File: src/asgr_pkg.sv
`timescale 1ns / 1ps

package asgr_pkg;

  // Grid geometry
  localparam int GRID_WIDTH  = 80;
  localparam int GRID_HEIGHT = 25;
  localparam int COL_W = (GRID_WIDTH  > 1) ? $clog2(GRID_WIDTH)  : 1;
  localparam int ROW_W = (GRID_HEIGHT > 1) ? $clog2(GRID_HEIGHT) : 1;

  // Field widths
  localparam int CHAR_W       = 8;
  localparam int COLOR_W      = 4;
  localparam int KIND_W       = 2;
  localparam int CELL_INDEX_W = 11;
  localparam int CELL_ENTRY_W = 16;
  localparam int CODE_W       = 8;
  localparam int CFG_INDEX_W  = 1;
  localparam int MAX_RESULTS  = 3;
  localparam int COUNT_W      = 2;

  // Register indexes
  localparam logic [CFG_INDEX_W-1:0] REG_RESET_FOREGROUND = 1'b0;
  localparam logic [CFG_INDEX_W-1:0] REG_RESET_BACKGROUND = 1'b1;

  localparam logic [COLOR_W-1:0] RESET_FOREGROUND_DEFAULT = 4'd7;
  localparam logic [COLOR_W-1:0] RESET_BACKGROUND_DEFAULT = 4'd0;

  // Byte codes
  localparam logic [CHAR_W-1:0] CH_ESC      = 8'h1B;
  localparam logic [CHAR_W-1:0] CH_NEWLINE  = 8'h0A;
  localparam logic [CHAR_W-1:0] CH_LBRACKET = 8'h5B;
  localparam logic [CHAR_W-1:0] CH_SEMI     = 8'h3B;
  localparam logic [CHAR_W-1:0] CH_SGR_END  = 8'h6D;
  localparam logic [CHAR_W-1:0] CH_ZERO     = 8'h30;
  localparam logic [CHAR_W-1:0] CH_NINE     = 8'h39;
  localparam logic [CHAR_W-1:0] CH_BLANK    = 8'h00;

  // SGR codes
  localparam logic [CODE_W-1:0] SGR_RESET    = 8'd0;
  localparam logic [CODE_W-1:0] SGR_BOLD     = 8'd1;
  localparam logic [CODE_W-1:0] SGR_DIM      = 8'd2;
  localparam logic [CODE_W-1:0] SGR_BLINK    = 8'd5;
  localparam logic [CODE_W-1:0] SGR_REVERSE  = 8'd7;
  localparam logic [CODE_W-1:0] SGR_NORMAL   = 8'd22;
  localparam logic [CODE_W-1:0] SGR_FG_LO    = 8'd30;
  localparam logic [CODE_W-1:0] SGR_FG_HI    = 8'd37;
  localparam logic [CODE_W-1:0] SGR_BG_LO    = 8'd40;
  localparam logic [CODE_W-1:0] SGR_BG_HI    = 8'd47;
  localparam logic [CODE_W-1:0] SGR_FGB_LO   = 8'd90;
  localparam logic [CODE_W-1:0] SGR_FGB_HI   = 8'd97;
  localparam logic [CODE_W-1:0] SGR_BGB_LO   = 8'd100;
  localparam logic [CODE_W-1:0] SGR_BGB_HI   = 8'd107;
  localparam logic [CODE_W-1:0] CODE_MAX     = 8'd255;

  localparam logic [COLOR_W-1:0] BRIGHT_MASK = 4'b1000;
  localparam logic [COLOR_W-1:0] BASE_MASK   = 4'b0111;

  typedef enum logic [1:0] {
    PHASE_TEXT = 2'd0,
    PHASE_ESC  = 2'd1,
    PHASE_SGR  = 2'd2
  } phase_t;

  typedef enum logic [KIND_W-1:0] {
    KIND_CELL   = 2'd0,
    KIND_SCROLL = 2'd1,
    KIND_CURSOR = 2'd2
  } kind_t;

  typedef struct packed {
    kind_t                    kind;
    logic [CELL_INDEX_W-1:0]  index;
    logic [CELL_ENTRY_W-1:0]  entry;
    logic                     last;
  } result_t;

  typedef struct packed {
    result_t [MAX_RESULTS-1:0] slot;
    logic [COUNT_W-1:0]        count;
  } bundle_t;

  typedef struct packed {
    logic [COLOR_W-1:0] fore;
    logic [COLOR_W-1:0] back;
  } colors_t;

  // ANSI color order to VGA attribute order
  function automatic logic [COLOR_W-1:0] color_map(input logic [2:0] ansi);
    logic [COLOR_W-1:0] c;
    unique case (ansi)
      3'd0: c = 4'h0;
      3'd1: c = 4'h4;
      3'd2: c = 4'h2;
      3'd3: c = 4'h6;
      3'd4: c = 4'h1;
      3'd5: c = 4'h5;
      3'd6: c = 4'h3;
      default: c = 4'h7;
    endcase
    return c;
  endfunction

  function automatic colors_t apply_sgr(input logic [CODE_W-1:0] code,
                                        input colors_t cur,
                                        input colors_t rst_colors);
    colors_t r;
    logic [CODE_W-1:0] d;
    r = cur;
    d = '0;
    if (code == SGR_RESET) begin
      r = rst_colors;
    end else if (code == SGR_BOLD) begin
      r.fore = cur.fore | BRIGHT_MASK;
    end else if (code == SGR_DIM || code == SGR_NORMAL) begin
      r.fore = cur.fore & BASE_MASK;
    end else if (code == SGR_BLINK) begin
      r.back = cur.back | BRIGHT_MASK;
    end else if (code == SGR_REVERSE) begin
      r.fore = cur.back;
      r.back = cur.fore;
    end else if (code >= SGR_FG_LO && code <= SGR_FG_HI) begin
      d = code - SGR_FG_LO;
      r.fore = color_map(d[2:0]);
    end else if (code >= SGR_BG_LO && code <= SGR_BG_HI) begin
      d = code - SGR_BG_LO;
      r.back = color_map(d[2:0]);
    end else if (code >= SGR_FGB_LO && code <= SGR_FGB_HI) begin
      d = code - SGR_FGB_LO;
      r.fore = color_map(d[2:0]) | BRIGHT_MASK;
    end else if (code >= SGR_BGB_LO && code <= SGR_BGB_HI) begin
      d = code - SGR_BGB_LO;
      r.back = color_map(d[2:0]) | BRIGHT_MASK;
    end
    return r;
  endfunction

endpackage

File: src/asgr_byte_if.sv
`timescale 1ns / 1ps

interface asgr_byte_if import asgr_pkg::*; ();
  logic              valid;
  logic              ready;
  logic [CHAR_W-1:0] char_byte;
  logic              end_of_string;

  modport source (output valid, output char_byte, output end_of_string, input ready);
  modport sink   (input valid, input char_byte, input end_of_string, output ready);
endinterface

File: src/asgr_result_if.sv
`timescale 1ns / 1ps

interface asgr_result_if import asgr_pkg::*; ();
  logic                    valid;
  logic                    ready;
  logic [KIND_W-1:0]       result_kind;
  logic [CELL_INDEX_W-1:0] cell_index;
  logic [CELL_ENTRY_W-1:0] cell_entry;
  logic                    last_result;

  modport source (output valid, output result_kind, output cell_index,
                  output cell_entry, output last_result, input ready);
  modport sink   (input valid, input result_kind, input cell_index,
                  input cell_entry, input last_result, output ready);
endinterface

File: src/ansi_sgr_text_console_writer_top.sv
`timescale 1ns / 1ps

// Channel  | Dir | Payload                                        | Transaction
// ---------+-----+------------------------------------------------+-----------------
// text     | in  | char_byte[7:0], end_of_string                  | valid && ready
// result   | out | result_kind[1:0], cell_index[10:0],            | valid && ready
//          |     | cell_entry[15:0], last_result                  |
// cfg      | in  | cfg_index, cfg_data[3:0]                       | cfg_we
//
// One byte per cycle when the result side keeps up. A byte causes zero to three
// results; they are loaded together into a three-slot result register that drains
// one per cycle while ready; the next byte waits until the last result is taken.
// Reset (rst, synchronous) clears cursor, parser and color state and the result
// queue. A stall on result blocks text whenever the queue holds a result.

module ansi_sgr_text_console_writer_top import asgr_pkg::*; (
  input  logic                   clk,
  input  logic                   rst,
  asgr_byte_if.sink              text,
  asgr_result_if.source          result,
  input  logic                   cfg_we,
  input  logic [CFG_INDEX_W-1:0] cfg_index,
  input  logic [COLOR_W-1:0]     cfg_data
);

  localparam int IDX_CALC_W = (ROW_W + COL_W + 1 > CELL_INDEX_W) ?
                              ROW_W + COL_W + 1 : CELL_INDEX_W;

  // Configuration
  logic [COLOR_W-1:0] reset_foreground;
  logic [COLOR_W-1:0] reset_background;

  // Console state
  phase_t             phase, phase_next;
  logic [CODE_W-1:0]  code_acc, code_acc_next;
  colors_t            colors, colors_next;
  logic [ROW_W-1:0]   cursor_row, cursor_row_next;
  logic [COL_W-1:0]   cursor_column, cursor_column_next;

  logic    accept;
  logic    can_load;
  bundle_t bundle;

  assign text.ready = can_load;
  assign accept     = text.valid && can_load;

  always_ff @(posedge clk) begin
    if (rst) begin
      reset_foreground <= RESET_FOREGROUND_DEFAULT;
      reset_background <= RESET_BACKGROUND_DEFAULT;
    end else if (cfg_we) begin
      unique case (cfg_index)
        REG_RESET_FOREGROUND: reset_foreground <= cfg_data;
        REG_RESET_BACKGROUND: reset_background <= cfg_data;
        default: ;
      endcase
    end
  end

  always_ff @(posedge clk) begin
    if (rst) begin
      phase         <= PHASE_TEXT;
      code_acc      <= '0;
      colors.fore   <= RESET_FOREGROUND_DEFAULT;
      colors.back   <= RESET_BACKGROUND_DEFAULT;
      cursor_row    <= '0;
      cursor_column <= '0;
    end else if (accept) begin
      phase         <= phase_next;
      code_acc      <= code_acc_next;
      colors        <= colors_next;
      cursor_row    <= cursor_row_next;
      cursor_column <= cursor_column_next;
    end
  end

  // Per-byte decode: parser step, cursor motion, result bundle.
  always_comb begin
    logic [CHAR_W-1:0]     ch;
    logic                  put;
    logic [CHAR_W-1:0]     put_ch;
    logic                  do_scroll;
    logic                  wrap;
    logic [11:0]           acc_prod;
    logic [CHAR_W-1:0]     digit;
    logic [IDX_CALC_W-1:0] idx_here;
    logic [IDX_CALC_W-1:0] idx_next;
    logic [COUNT_W-1:0]    n;
    colors_t               rst_colors;

    ch          = text.char_byte;
    put         = 1'b0;
    put_ch      = ch;
    do_scroll   = 1'b0;
    wrap        = 1'b0;
    digit       = ch - CH_ZERO;
    acc_prod    = 12'(code_acc) * 12'd10 + 12'(digit);
    rst_colors.fore = reset_foreground;
    rst_colors.back = reset_background;

    phase_next         = phase;
    code_acc_next      = code_acc;
    colors_next        = colors;
    cursor_row_next    = cursor_row;
    cursor_column_next = cursor_column;

    unique case (phase)
      PHASE_SGR: begin
        if (ch >= CH_ZERO && ch <= CH_NINE) begin
          code_acc_next = (acc_prod > 12'(CODE_MAX)) ? CODE_MAX : acc_prod[CODE_W-1:0];
        end else if (ch == CH_SEMI) begin
          colors_next   = apply_sgr(code_acc, colors, rst_colors);
          code_acc_next = '0;
        end else begin
          // 'm' closes and applies; anything else just drops the sequence
          if (ch == CH_SGR_END) begin
            colors_next = apply_sgr(code_acc, colors, rst_colors);
          end
          code_acc_next = '0;
          phase_next    = PHASE_TEXT;
        end
      end
      PHASE_ESC: begin
        if (ch == CH_LBRACKET) begin
          phase_next    = PHASE_SGR;
          code_acc_next = '0;
        end else if (ch == CH_ESC) begin
          phase_next = PHASE_ESC;
        end else begin
          phase_next = PHASE_TEXT;
          put        = 1'b1;
        end
      end
      default: begin
        if (ch == CH_ESC) begin
          phase_next = PHASE_ESC;
        end else begin
          phase_next = PHASE_TEXT;
          put        = 1'b1;
        end
      end
    endcase

    // Newline stores a blank cell, then both newline and a full row wrap
    if (put) begin
      if (ch == CH_NEWLINE) begin
        put_ch = CH_BLANK;
        wrap   = 1'b1;
      end else begin
        wrap   = (cursor_column == COL_W'(GRID_WIDTH - 1));
      end
      if (wrap) begin
        cursor_column_next = '0;
        if (cursor_row == ROW_W'(GRID_HEIGHT - 1)) begin
          do_scroll = 1'b1;
        end else begin
          cursor_row_next = cursor_row + ROW_W'(1);
        end
      end else begin
        cursor_column_next = cursor_column + COL_W'(1);
      end
    end

    if (text.end_of_string) begin
      phase_next    = PHASE_TEXT;
      code_acc_next = '0;
    end

    idx_here = IDX_CALC_W'(cursor_row) * IDX_CALC_W'(GRID_WIDTH) + IDX_CALC_W'(cursor_column);
    idx_next = IDX_CALC_W'(cursor_row_next) * IDX_CALC_W'(GRID_WIDTH) +
               IDX_CALC_W'(cursor_column_next);

    // Pack results in order: cell write, scroll, cursor
    bundle = '0;
    n      = '0;
    if (put) begin
      bundle.slot[n].kind  = KIND_CELL;
      bundle.slot[n].index = idx_here[CELL_INDEX_W-1:0];
      bundle.slot[n].entry = {colors.back, colors.fore, put_ch};
      n = n + COUNT_W'(1);
    end
    if (do_scroll) begin
      bundle.slot[n].kind  = KIND_SCROLL;
      bundle.slot[n].index = '0;
      bundle.slot[n].entry = {colors.back, colors.fore, CH_BLANK};
      n = n + COUNT_W'(1);
    end
    if (text.end_of_string) begin
      bundle.slot[n].kind  = KIND_CURSOR;
      bundle.slot[n].index = idx_next[CELL_INDEX_W-1:0];
      bundle.slot[n].entry = '0;
      n = n + COUNT_W'(1);
    end
    unique case (n)
      COUNT_W'(1): bundle.slot[0].last = 1'b1;
      COUNT_W'(2): bundle.slot[1].last = 1'b1;
      COUNT_W'(3): bundle.slot[2].last = 1'b1;
      default: ;
    endcase
    bundle.count = n;
  end

  asgr_result_queue u_queue (
    .clk      (clk),
    .rst      (rst),
    .load     (accept),
    .bundle   (bundle),
    .can_load (can_load),
    .result   (result)
  );

endmodule

File: src/asgr_result_queue.sv
`timescale 1ns / 1ps

module asgr_result_queue import asgr_pkg::*; (
  input  logic          clk,
  input  logic          rst,
  input  logic          load,
  input  bundle_t       bundle,
  output logic          can_load,
  asgr_result_if.source result
);

  result_t [MAX_RESULTS-1:0] slot;
  logic [COUNT_W-1:0]        count;
  logic                      pop;

  assign pop      = result.valid && result.ready;
  assign can_load = (count == '0) || (count == COUNT_W'(1) && result.ready);

  always_ff @(posedge clk) begin
    if (rst) begin
      count <= '0;
    end else if (load) begin
      count <= bundle.count;
    end else if (pop) begin
      count <= count - COUNT_W'(1);
    end
  end

  always_ff @(posedge clk) begin
    if (load) begin
      slot <= bundle.slot;
    end else if (pop) begin
      for (int i = 0; i < MAX_RESULTS - 1; i++) begin
        slot[i] <= slot[i+1];
      end
    end
  end

  assign result.valid       = (count != '0);
  assign result.result_kind = slot[0].kind;
  assign result.cell_index  = slot[0].index;
  assign result.cell_entry  = slot[0].entry;
  assign result.last_result = slot[0].last;

endmodule
File: src/flat_wrapper.sv
// flat-port wrapper written by rule: the top's interface ports become plain ports
module ansi_sgr_text_console_writer_top_flat import asgr_pkg::*;
  (clk, rst, cfg_we, cfg_index, cfg_data, text_valid, text_char_byte, text_end_of_string, text_ready, result_valid, result_result_kind, result_cell_index, result_cell_entry, result_last_result, result_ready);
  asgr_byte_if text_i ();
  asgr_result_if result_i ();
  input  logic clk;
  input  logic rst;
  input  logic cfg_we;
  input  logic [CFG_INDEX_W-1:0] cfg_index;
  input  logic [COLOR_W-1:0] cfg_data;
  input wire logic [$bits(text_i.valid)-1:0] text_valid;
  input wire logic [$bits(text_i.char_byte)-1:0] text_char_byte;
  input wire logic [$bits(text_i.end_of_string)-1:0] text_end_of_string;
  output wire logic [$bits(text_i.ready)-1:0] text_ready;
  output wire logic [$bits(result_i.valid)-1:0] result_valid;
  output wire logic [$bits(result_i.result_kind)-1:0] result_result_kind;
  output wire logic [$bits(result_i.cell_index)-1:0] result_cell_index;
  output wire logic [$bits(result_i.cell_entry)-1:0] result_cell_entry;
  output wire logic [$bits(result_i.last_result)-1:0] result_last_result;
  input wire logic [$bits(result_i.ready)-1:0] result_ready;
  assign text_i.valid = text_valid;
  assign text_i.char_byte = text_char_byte;
  assign text_i.end_of_string = text_end_of_string;
  assign text_ready = text_i.ready;
  assign result_valid = result_i.valid;
  assign result_result_kind = result_i.result_kind;
  assign result_cell_index = result_i.cell_index;
  assign result_cell_entry = result_i.cell_entry;
  assign result_last_result = result_i.last_result;
  assign result_i.ready = result_ready;
  ansi_sgr_text_console_writer_top u_core (.clk(clk), .rst(rst), .text(text_i), .result(result_i), .cfg_we(cfg_we), .cfg_index(cfg_index), .cfg_data(cfg_data));
endmodule
File: config.mk
export PLATFORM = sky130hd
export DESIGN_NAME = ansi_sgr_text_console_writer_top_flat
export DESIGN_NICKNAME = d
export VERILOG_FILES = /design/src/asgr_pkg.sv /design/src/asgr_byte_if.sv /design/src/asgr_result_if.sv /design/src/ansi_sgr_text_console_writer_top.sv /design/src/asgr_result_queue.sv /design/src/flat_wrapper.sv
export SDC_FILE = /design/constraint.sdc
export NUM_CORES = 1
export LEC_CHECK = 0
export BUFFER_PORTS_ARGS = -buffer_cell sky130_fd_sc_hd__buf_2
export CAP_MARGIN = 30
export CORE_MARGIN = 8
export CORE_UTILIZATION = 50
export DETAILED_ROUTE_END_ITERATION = 8
export PLACE_DENSITY_LB_ADDON = 0.25
export REMOVE_ABC_BUFFERS = 1
export SYNTH_ARGS = -nofsm -noshare
export SYNTH_HDL_FRONTEND = slang
export SYNTH_SLANG_ARGS = --single-unit
File: constraint.sdc
create_clock -name clk -period 4.5 [get_ports clk]
set_input_delay 0.45 -clock clk [delete_from_list [all_inputs] [get_ports clk]]
set_output_delay 0.45 -clock clk [all_outputs]
set_load 0.005 [all_outputs]
==> results_dict.tcl, run 1 <==
set metrics [dict create \
    cp_max_fo 7 \
    die_h_um 132.5 \
    finalHoldViolCount 0 \
    drive_above_1_share_pct 13.79 \
    cpLargestDelayFamily "adder cells" \
    maxCapViolations 0 \
    start_util_pct 51.22 \
    path_cells "inv_1 -> ha_1 -> nor2_1 -> o211a_1 -> a21o_2 -> nor2_1 -> xor2_1 -> ha_1 -> ha_1 -> inv_1 -> fa_1 -> nand2b_1 -> or4_1 -> a21oi_1 -> a211oi_1 -> xor2_1 -> o31ai_2" \
    worst-path-buf-inv 2 \
    clkPwrFrac_pct 33.6 \
    hold_path.class "in2reg" \
    cp-start-kind "register" \
    grt_first_pass_wirelength_um 24960 \
    crit_top_cell "ha_1" \
    clock-skew-final_ps 7.461 \
    cts_hold_buf 0 \
    grt_use_total_pct 17.18 \
    routed_wl_um 15000 \
    cts_num_sinks 105 \
    slew_viol_final 0 \
    gp_congestion 0.9521 \
    antenna_left 0 \
    fill_cells 1180 \
    synth.avg_cell_area_sq_um 9.690 \
    netlist_area_sq_um 6783 \
    synth_seq_cells 105 \
    ys_async_sr_fraction_pct 0 \
    setup_tns_ps 0 \
    setup_violations 0 \
    fmaxAchievable_mhz 232.1 \
    htreeDepth 3 \
    total_power_mw 2.493 \
    p_seq_share_pct 49.7 \
    final.period_utilization_pct 95.73 \
    endpoint_kind "register" \
    area_growth_pct 7.969 \
    wl_per_cell_um 16.78 \
    dr_total_vias 5195 \
    clk_pin_slew_worst_paths_ps 70 \
    first_iter_violations 372 \
    grtUsageMet3_pct 4.239 \
    yosysSeqAreaShare_pct 40.58 \
    busiest_layer "met2" \
    status "completed" \
    multi_input_area_sq_um 3585 \
    leakagePower_nw 3.011 \
    grt_pass1_vias 5051 \
    arrival_ps 4390 \
    power_density_nw_per_um2 340.5 \
    yosysWarningCount 0 \
    fp-row-count 42 \
    root_buffer "clkbuf_16" \
    cp_slowest_cell "fa_1" \
    antenna_found_initial 0 \
    vdd_drop_max_mv 0.2088 \
    worstPathRequired_ps 4590 \
    dr.pass1.iters 4 \
    synthDistinctLibCells 73 \
    period_needed_ps 4308 \
    overflow 0 \
    numCtsBuffers 9 \
    drc 0 \
    hpwlAfterDp_um 10790 \
    fin_cells 894 \
    avgViaCountPerCell 5.811 \
    comb_power_share_pct 16.8 \
    p_int_mw 1.843 \
    dieArea_sq_um 17550 \
    core_sq_um 13240 \
    netSwitchingFraction_pct 26.07 \
    gr-usage-met1_pct 23.32 \
    cts_tree "built" \
    final_nets 789 \
    slew_headroom_pct 31.99 \
    register_area_sq_um 2753 \
    clk_latency_ps 360 \
    synth_edf_count 65 \
    pin_count 51 \
    criticalPathCategory "reg2reg" \
    io_buffer_count 50 \
    switching_power_mw 0.6499 \
    synthCells 700 \
    dp.cells 877 \
    cpPeakStageDelay_ps 410 \
    grt_max_degree 49 \
    die_w_um 132.5 \
    antenna_cells 0 \
    worst_pin_slew_ps 1020 \
    clk_path_buf_depth 2 \
    grt_use_met2_pct 25.98 \
    synth_flop_cell "edfxtp_1" \
]
## tightest hold or removal path, stage by stage
cell and delay (ps):
buf_2 90, mux2i_1 60, nand2_1 60
## power groups by stage
stage	clock network, mW	logic (mW)	registers [mW]
floorplan	0	0.221	1.27
finish	0.837	0.418	1.24
CTS	0.850	0.424	1.24
global placement	0	0.406	1.26
detailed placement	0	0.422	1.26
global route	0.887	0.470	1.25
## metrics by stage
stage	worst slack [ps]	hold slack [ps]	util (%)	instance area [sq um]
after global routing	-55.82	341.1	55.30	7323
after floorplan	-264.9	430.5	-	6430
after detailed placement	-16.48	463.3	52.71	6980
after global placement	184.5	456.0	52.56	6960
final	192.4	325.5	55.30	7323
after CTS	128.0	321.9	55.12	7300
## final timing paths
check / start / end / slack [ps] / cells after the start
worst max register to register: u_core.phase[0] / u_core.u_queue.result.cell_index[10] / 190 / 17
worst min-delay path: cfg_data[1] / u_core.reset_foreground[1] / 330 / 3
worst min register to register: u_core.reset_background[1] / u_core.reset_background[1] / 470 / 2
worst max-delay path: u_core.phase[0] / u_core.u_queue.result.cell_index[10] / 190 / 17
## Yosys cell counts (all sizes together), types with 3 or more instances
cell type | count | share of area, %
edfxtp | 65 | 29
o22ai | 3 | 0.28
o211a | 4 | 0.59
nor2b | 6 | 0.55
o211ai | 3 | 0.33
a221oi | 8 | 1.0
a21o | 11 | 1.2
a22o | 14 | 1.8
xor2 | 16 | 2.2
o21ai | 28 | 2.1
clkbuf | 20 | 1.1
nand3 | 18 | 1.5
a21oi | 41 | 3.1
o21a | 4 | 0.44
o2bb2ai | 4 | 0.61
o31ai | 5 | 0.63
nor4 | 4 | 0.59
or3 | 5 | 0.46
ha | 51 | 9.4
buf | 41 | 4.3
mux2i | 10 | 1.5
nand2b | 9 | 0.83
fa | 6 | 1.8
dfxtp | 40 | 12
nor2 | 52 | 2.9
nor3 | 17 | 1.4
nor4b | 4 | 0.52
a211oi | 11 | 1.3
or4 | 4 | 0.44
and3 | 16 | 1.5
o221ai | 4 | 0.52
nand4 | 5 | 0.55
nand4b | 3 | 0.39
xnor2 | 16 | 2.1
a31oi | 17 | 1.6
inv | 29 | 1.6
nor3b | 4 | 0.52
or2 | 4 | 0.37
nand2 | 72 | 4.0
and2 | 8 | 0.74
## repair_timing
| action | 4_1_cts | 5_1_grt |
|---|---|---|
| gates resized for setup | 0 | 6 |
| setup buffers | 0 | 1 |
| setup endpoints to repair | 0 | 3 |
## routing by layer
metal	routed length, um	share of wire, %
met5	0	0
met1	7173	48
met4	279	1.9
met2	6677	45
met3	868	5.8
## flip-flops by register name (all words and copies together) (netlist names)
name / cells
u_core.code_acc: 8
u_core.phase: 2
u_core.reset_foreground: 4
u_core.u_queue.slot: 35
u_core.u_queue.result.cell_index: 11
u_core.u_queue.result.last_result: 1
u_core.colors: 8
u_core.cursor_column: 7
u_core.reset_background: 4
u_core.u_queue.result.result_kind: 2
u_core.u_queue.count: 2
u_core.cursor_row: 5
u_core.u_queue.result.cell_entry: 16
## area by class of cell
cell class	count	area share, %
clock buffers	10	3.127
multi-input cells	508	48.95
flip-flops and latches	105	37.59
well taps	176	3.007
inverters	29	1.486
clock inverters	6	1.230
repair buffers	60	4.613
## cell usage in the layout, fill, tap and decap left out, types with 15 or more instances in the layout
| cell type | n |
|---|---|
| a21oi_1 | 40 |
| a31oi_1 | 17 |
| and3_1 | 16 |
| buf_2 | 50 |
| dfxtp_1 | 40 |
| edfxtp_1 | 65 |
| ha_1 | 51 |
| inv_1 | 28 |
| nand2_1 | 71 |
| nand3_1 | 17 |
| nor2_1 | 50 |
| nor3_1 | 15 |
| o21ai_0 | 25 |
| xnor2_1 | 16 |
| xor2_1 | 15 |
## cell families after synthesis
family                   Yosys count  synth area share (%)
AO/OA/AOI/OAI                    171                 17.80
other                              1               0.05529
AND/OR/NAND/NOR                  234                 17.69
buffers and inverters             90                 6.973
multiplexers                      10                 1.476
flip-flops                       105                 40.58
XOR/XNOR                          32                 4.243
adder cells (fa/ha/maj)           57                 11.18
No activity file was read; power rests on OpenSTA's default activity.
==> inputs of run 2 (changes only) <==
- SETUP_SLACK_MARGIN: default -> 0.2
==> run 2 against run 1 <==
Effect of this change: clock-buffer cell count did not move; clock skew is essentially flat; register-to-register slack improved by 170 ps.
==> results_dict.tcl, run 2 (synthesized netlist as in run 1, its figures left out) <==
set metrics [dict create \
    status "completed" \
    fin_cells 894 \
    dieArea_sq_um 17550 \
    overflow 0 \
    fill_cells 1173 \
    cts_hold_buf 0 \
    path_cells "inv_1 -> ha_4 -> nor2_1 -> o211a_1 -> buf_6 -> a21oi_4 -> a31oi_1 -> a31oi_1 -> ha_2 -> ha_1 -> inv_1 -> fa_1 -> nand2b_4 -> or4_1 -> a21oi_1 -> a211oi_1 -> xor2_1 -> o31ai_2" \
    wl_per_cell_um 16.82 \
    endpoint_kind "register" \
    clk_latency_ps 360 \
    hp-start "cfg_data[1]" \
    die_h_um 132.5 \
    criticalPathCategory "reg2reg" \
    final.period_utilization_pct 91.91 \
    grt_max_degree 49 \
    slew_viol_final 0 \
    htreeDepth 3 \
    slew_headroom_pct 31.52 \
    clkPwrFrac_pct 33.6 \
    avgViaCountPerCell 5.818 \
    comb_power_share_pct 16.8 \
    first_iter_violations 409 \
    grt_use_total_pct 17.21 \
    die_w_um 132.5 \
    drc 0 \
    r2r_start "u_core.phase[0]" \
    clk_pin_slew_worst_paths_ps 70 \
    worstPathRequired_ps 4590 \
    final_common_cell "nand2_1" \
    stdcell_area_sq_um 7378 \
    cp_max_fo 15 \
    cpLargestDelayFamily "adder cells" \
    hpwlAfterDp_um 10790 \
    p_seq_share_pct 49.6 \
    maxCapViolations 0 \
    cts_num_sinks 105 \
    worst-path-buf-inv 3 \
    timing.hold.ws_ps 325.8 \
    cts_tree "built" \
    arrival_ps 4220 \
    setup_violations 0 \
    clock-skew-final_ps 7.782 \
    p_int_mw 1.844 \
    dp.cells 877 \
    pin_count 51 \
    grt_first_pass_wirelength_um 25010 \
    dr_total_vias 5201 \
    largest-register "u_core.u_queue.slot" \
    numCtsBuffers 9 \
    grt_pass1_vias 5068 \
    drive_above_1_share_pct 14.62 \
    finalHoldViolCount 0 \
    io_buffer_count 50 \
    switching_power_mw 0.6502 \
    final_cell_mix "nand2_1 (71), edfxtp_1 (65), buf_2 (50)" \
    gr-usage-met1_pct 23.32 \
    grt_use_met2_pct 26.09 \
    antenna_cells 0 \
    placedInstanceArea_sq_um 6980 \
    fp-row-count 42 \
    largest_reg_flops 35 \
    area_growth_pct 8.781 \
    fmaxAchievable_mhz 241.8 \
    netSwitchingFraction_pct 26.07 \
    root_buffer "clkbuf_16" \
    hold_path.class "in2reg" \
    routed_wl_um 15040 \
    gp_congestion 0.9521 \
    cpPeakStageDelay_ps 450 \
    postLayoutCoreUtil_pct 55.72 \
    clk_path_buf_depth 2 \
    vdd_drop_max_mv 0.2091 \
    final_nets 789 \
    worst_pin_slew_ps 1027 \
    grtUsageMet3_pct 4.239 \
    busiest_layer "met2" \
    dr.pass1.iters 4 \
    period_needed_ps 4136 \
    start_util_pct 51.22 \
    power_density_nw_per_um2 338.0 \
    cp-start-kind "register" \
    multi_input_area_sq_um 3636 \
    rsz0062_at_grt "false" \
    antenna_found_initial 0 \
    leakagePower_nw 3.036 \
    core_sq_um 13240 \
    crit_path_start "u_core.phase[0]" \
    register_area_sq_um 2753 \
    antenna_left 0 \
    cp_slowest_cell "fa_1" \
]
## run 2: path summary, 6_finish.rpt
check / to / cells after the start / slack (ps)
setup / recovery: u_core.u_queue.result.cell_index[10] / 18 / 360
hold / removal: u_core.reset_foreground[1] / 3 / 330
setup reg to reg: u_core.u_queue.result.cell_index[10] / 18 / 360
hold reg to reg: u_core.reset_background[1] / 2 / 470
## run 2: per-layer routing
metal | share of wire [%] | vias up
met3 | 5.8 | 25
met2 | 44 | 170
met5 | 0 | -
met1 | 48 | 2432
li1 | - | 2574
met4 | 1.9 | 0
## run 2: worst min-delay path: cells and delay by family
family,cells,cell delay [ps]
simple gates,1,60
buf+inv,1,90
mux,1,60
## run 2: layout make-up
type / count / area share [%]
Multi-Input combinational cell: 508 / 49.28
Clock buffer: 10 / 3.103
Clock inverter: 6 / 1.221
Sequential cell: 105 / 37.31
Tap cell: 176 / 2.985
Inverter: 29 / 1.475
Timing Repair Buffer: 60 / 4.629
## run 2: per-stage QoR
stage                     setup WS, ps  TNS [ps]  power, mW
after floorplan                 -264.9    -672.7      1.487
after global placement           184.5         0      1.665
after detailed placement        -16.48    -16.48      1.683
after CTS                        219.5         0      2.514
after global routing             164.6         0      2.609
final                            364.2         0      2.494
## run 2: timing repair
item,CTS,global route
gates resized for setup,3,14
endpoints found under the hold margin,0,0
pin swaps,0,3
endpoints found under the setup margin,1,4
setup buffers,0,1
## run 2: power by group through the flow
| stage | Combinational, mW | Clock, mW | Sequential [mW] |
|---|---|---|---|
| after global routing | 0.470 | 0.887 | 1.25 |
| after global placement | 0.406 | 0 | 1.26 |
| after CTS | 0.424 | 0.850 | 1.24 |
| after detailed placement | 0.422 | 0 | 1.26 |
| final | 0.418 | 0.838 | 1.24 |
| after floorplan | 0.221 | 0 | 1.27 |
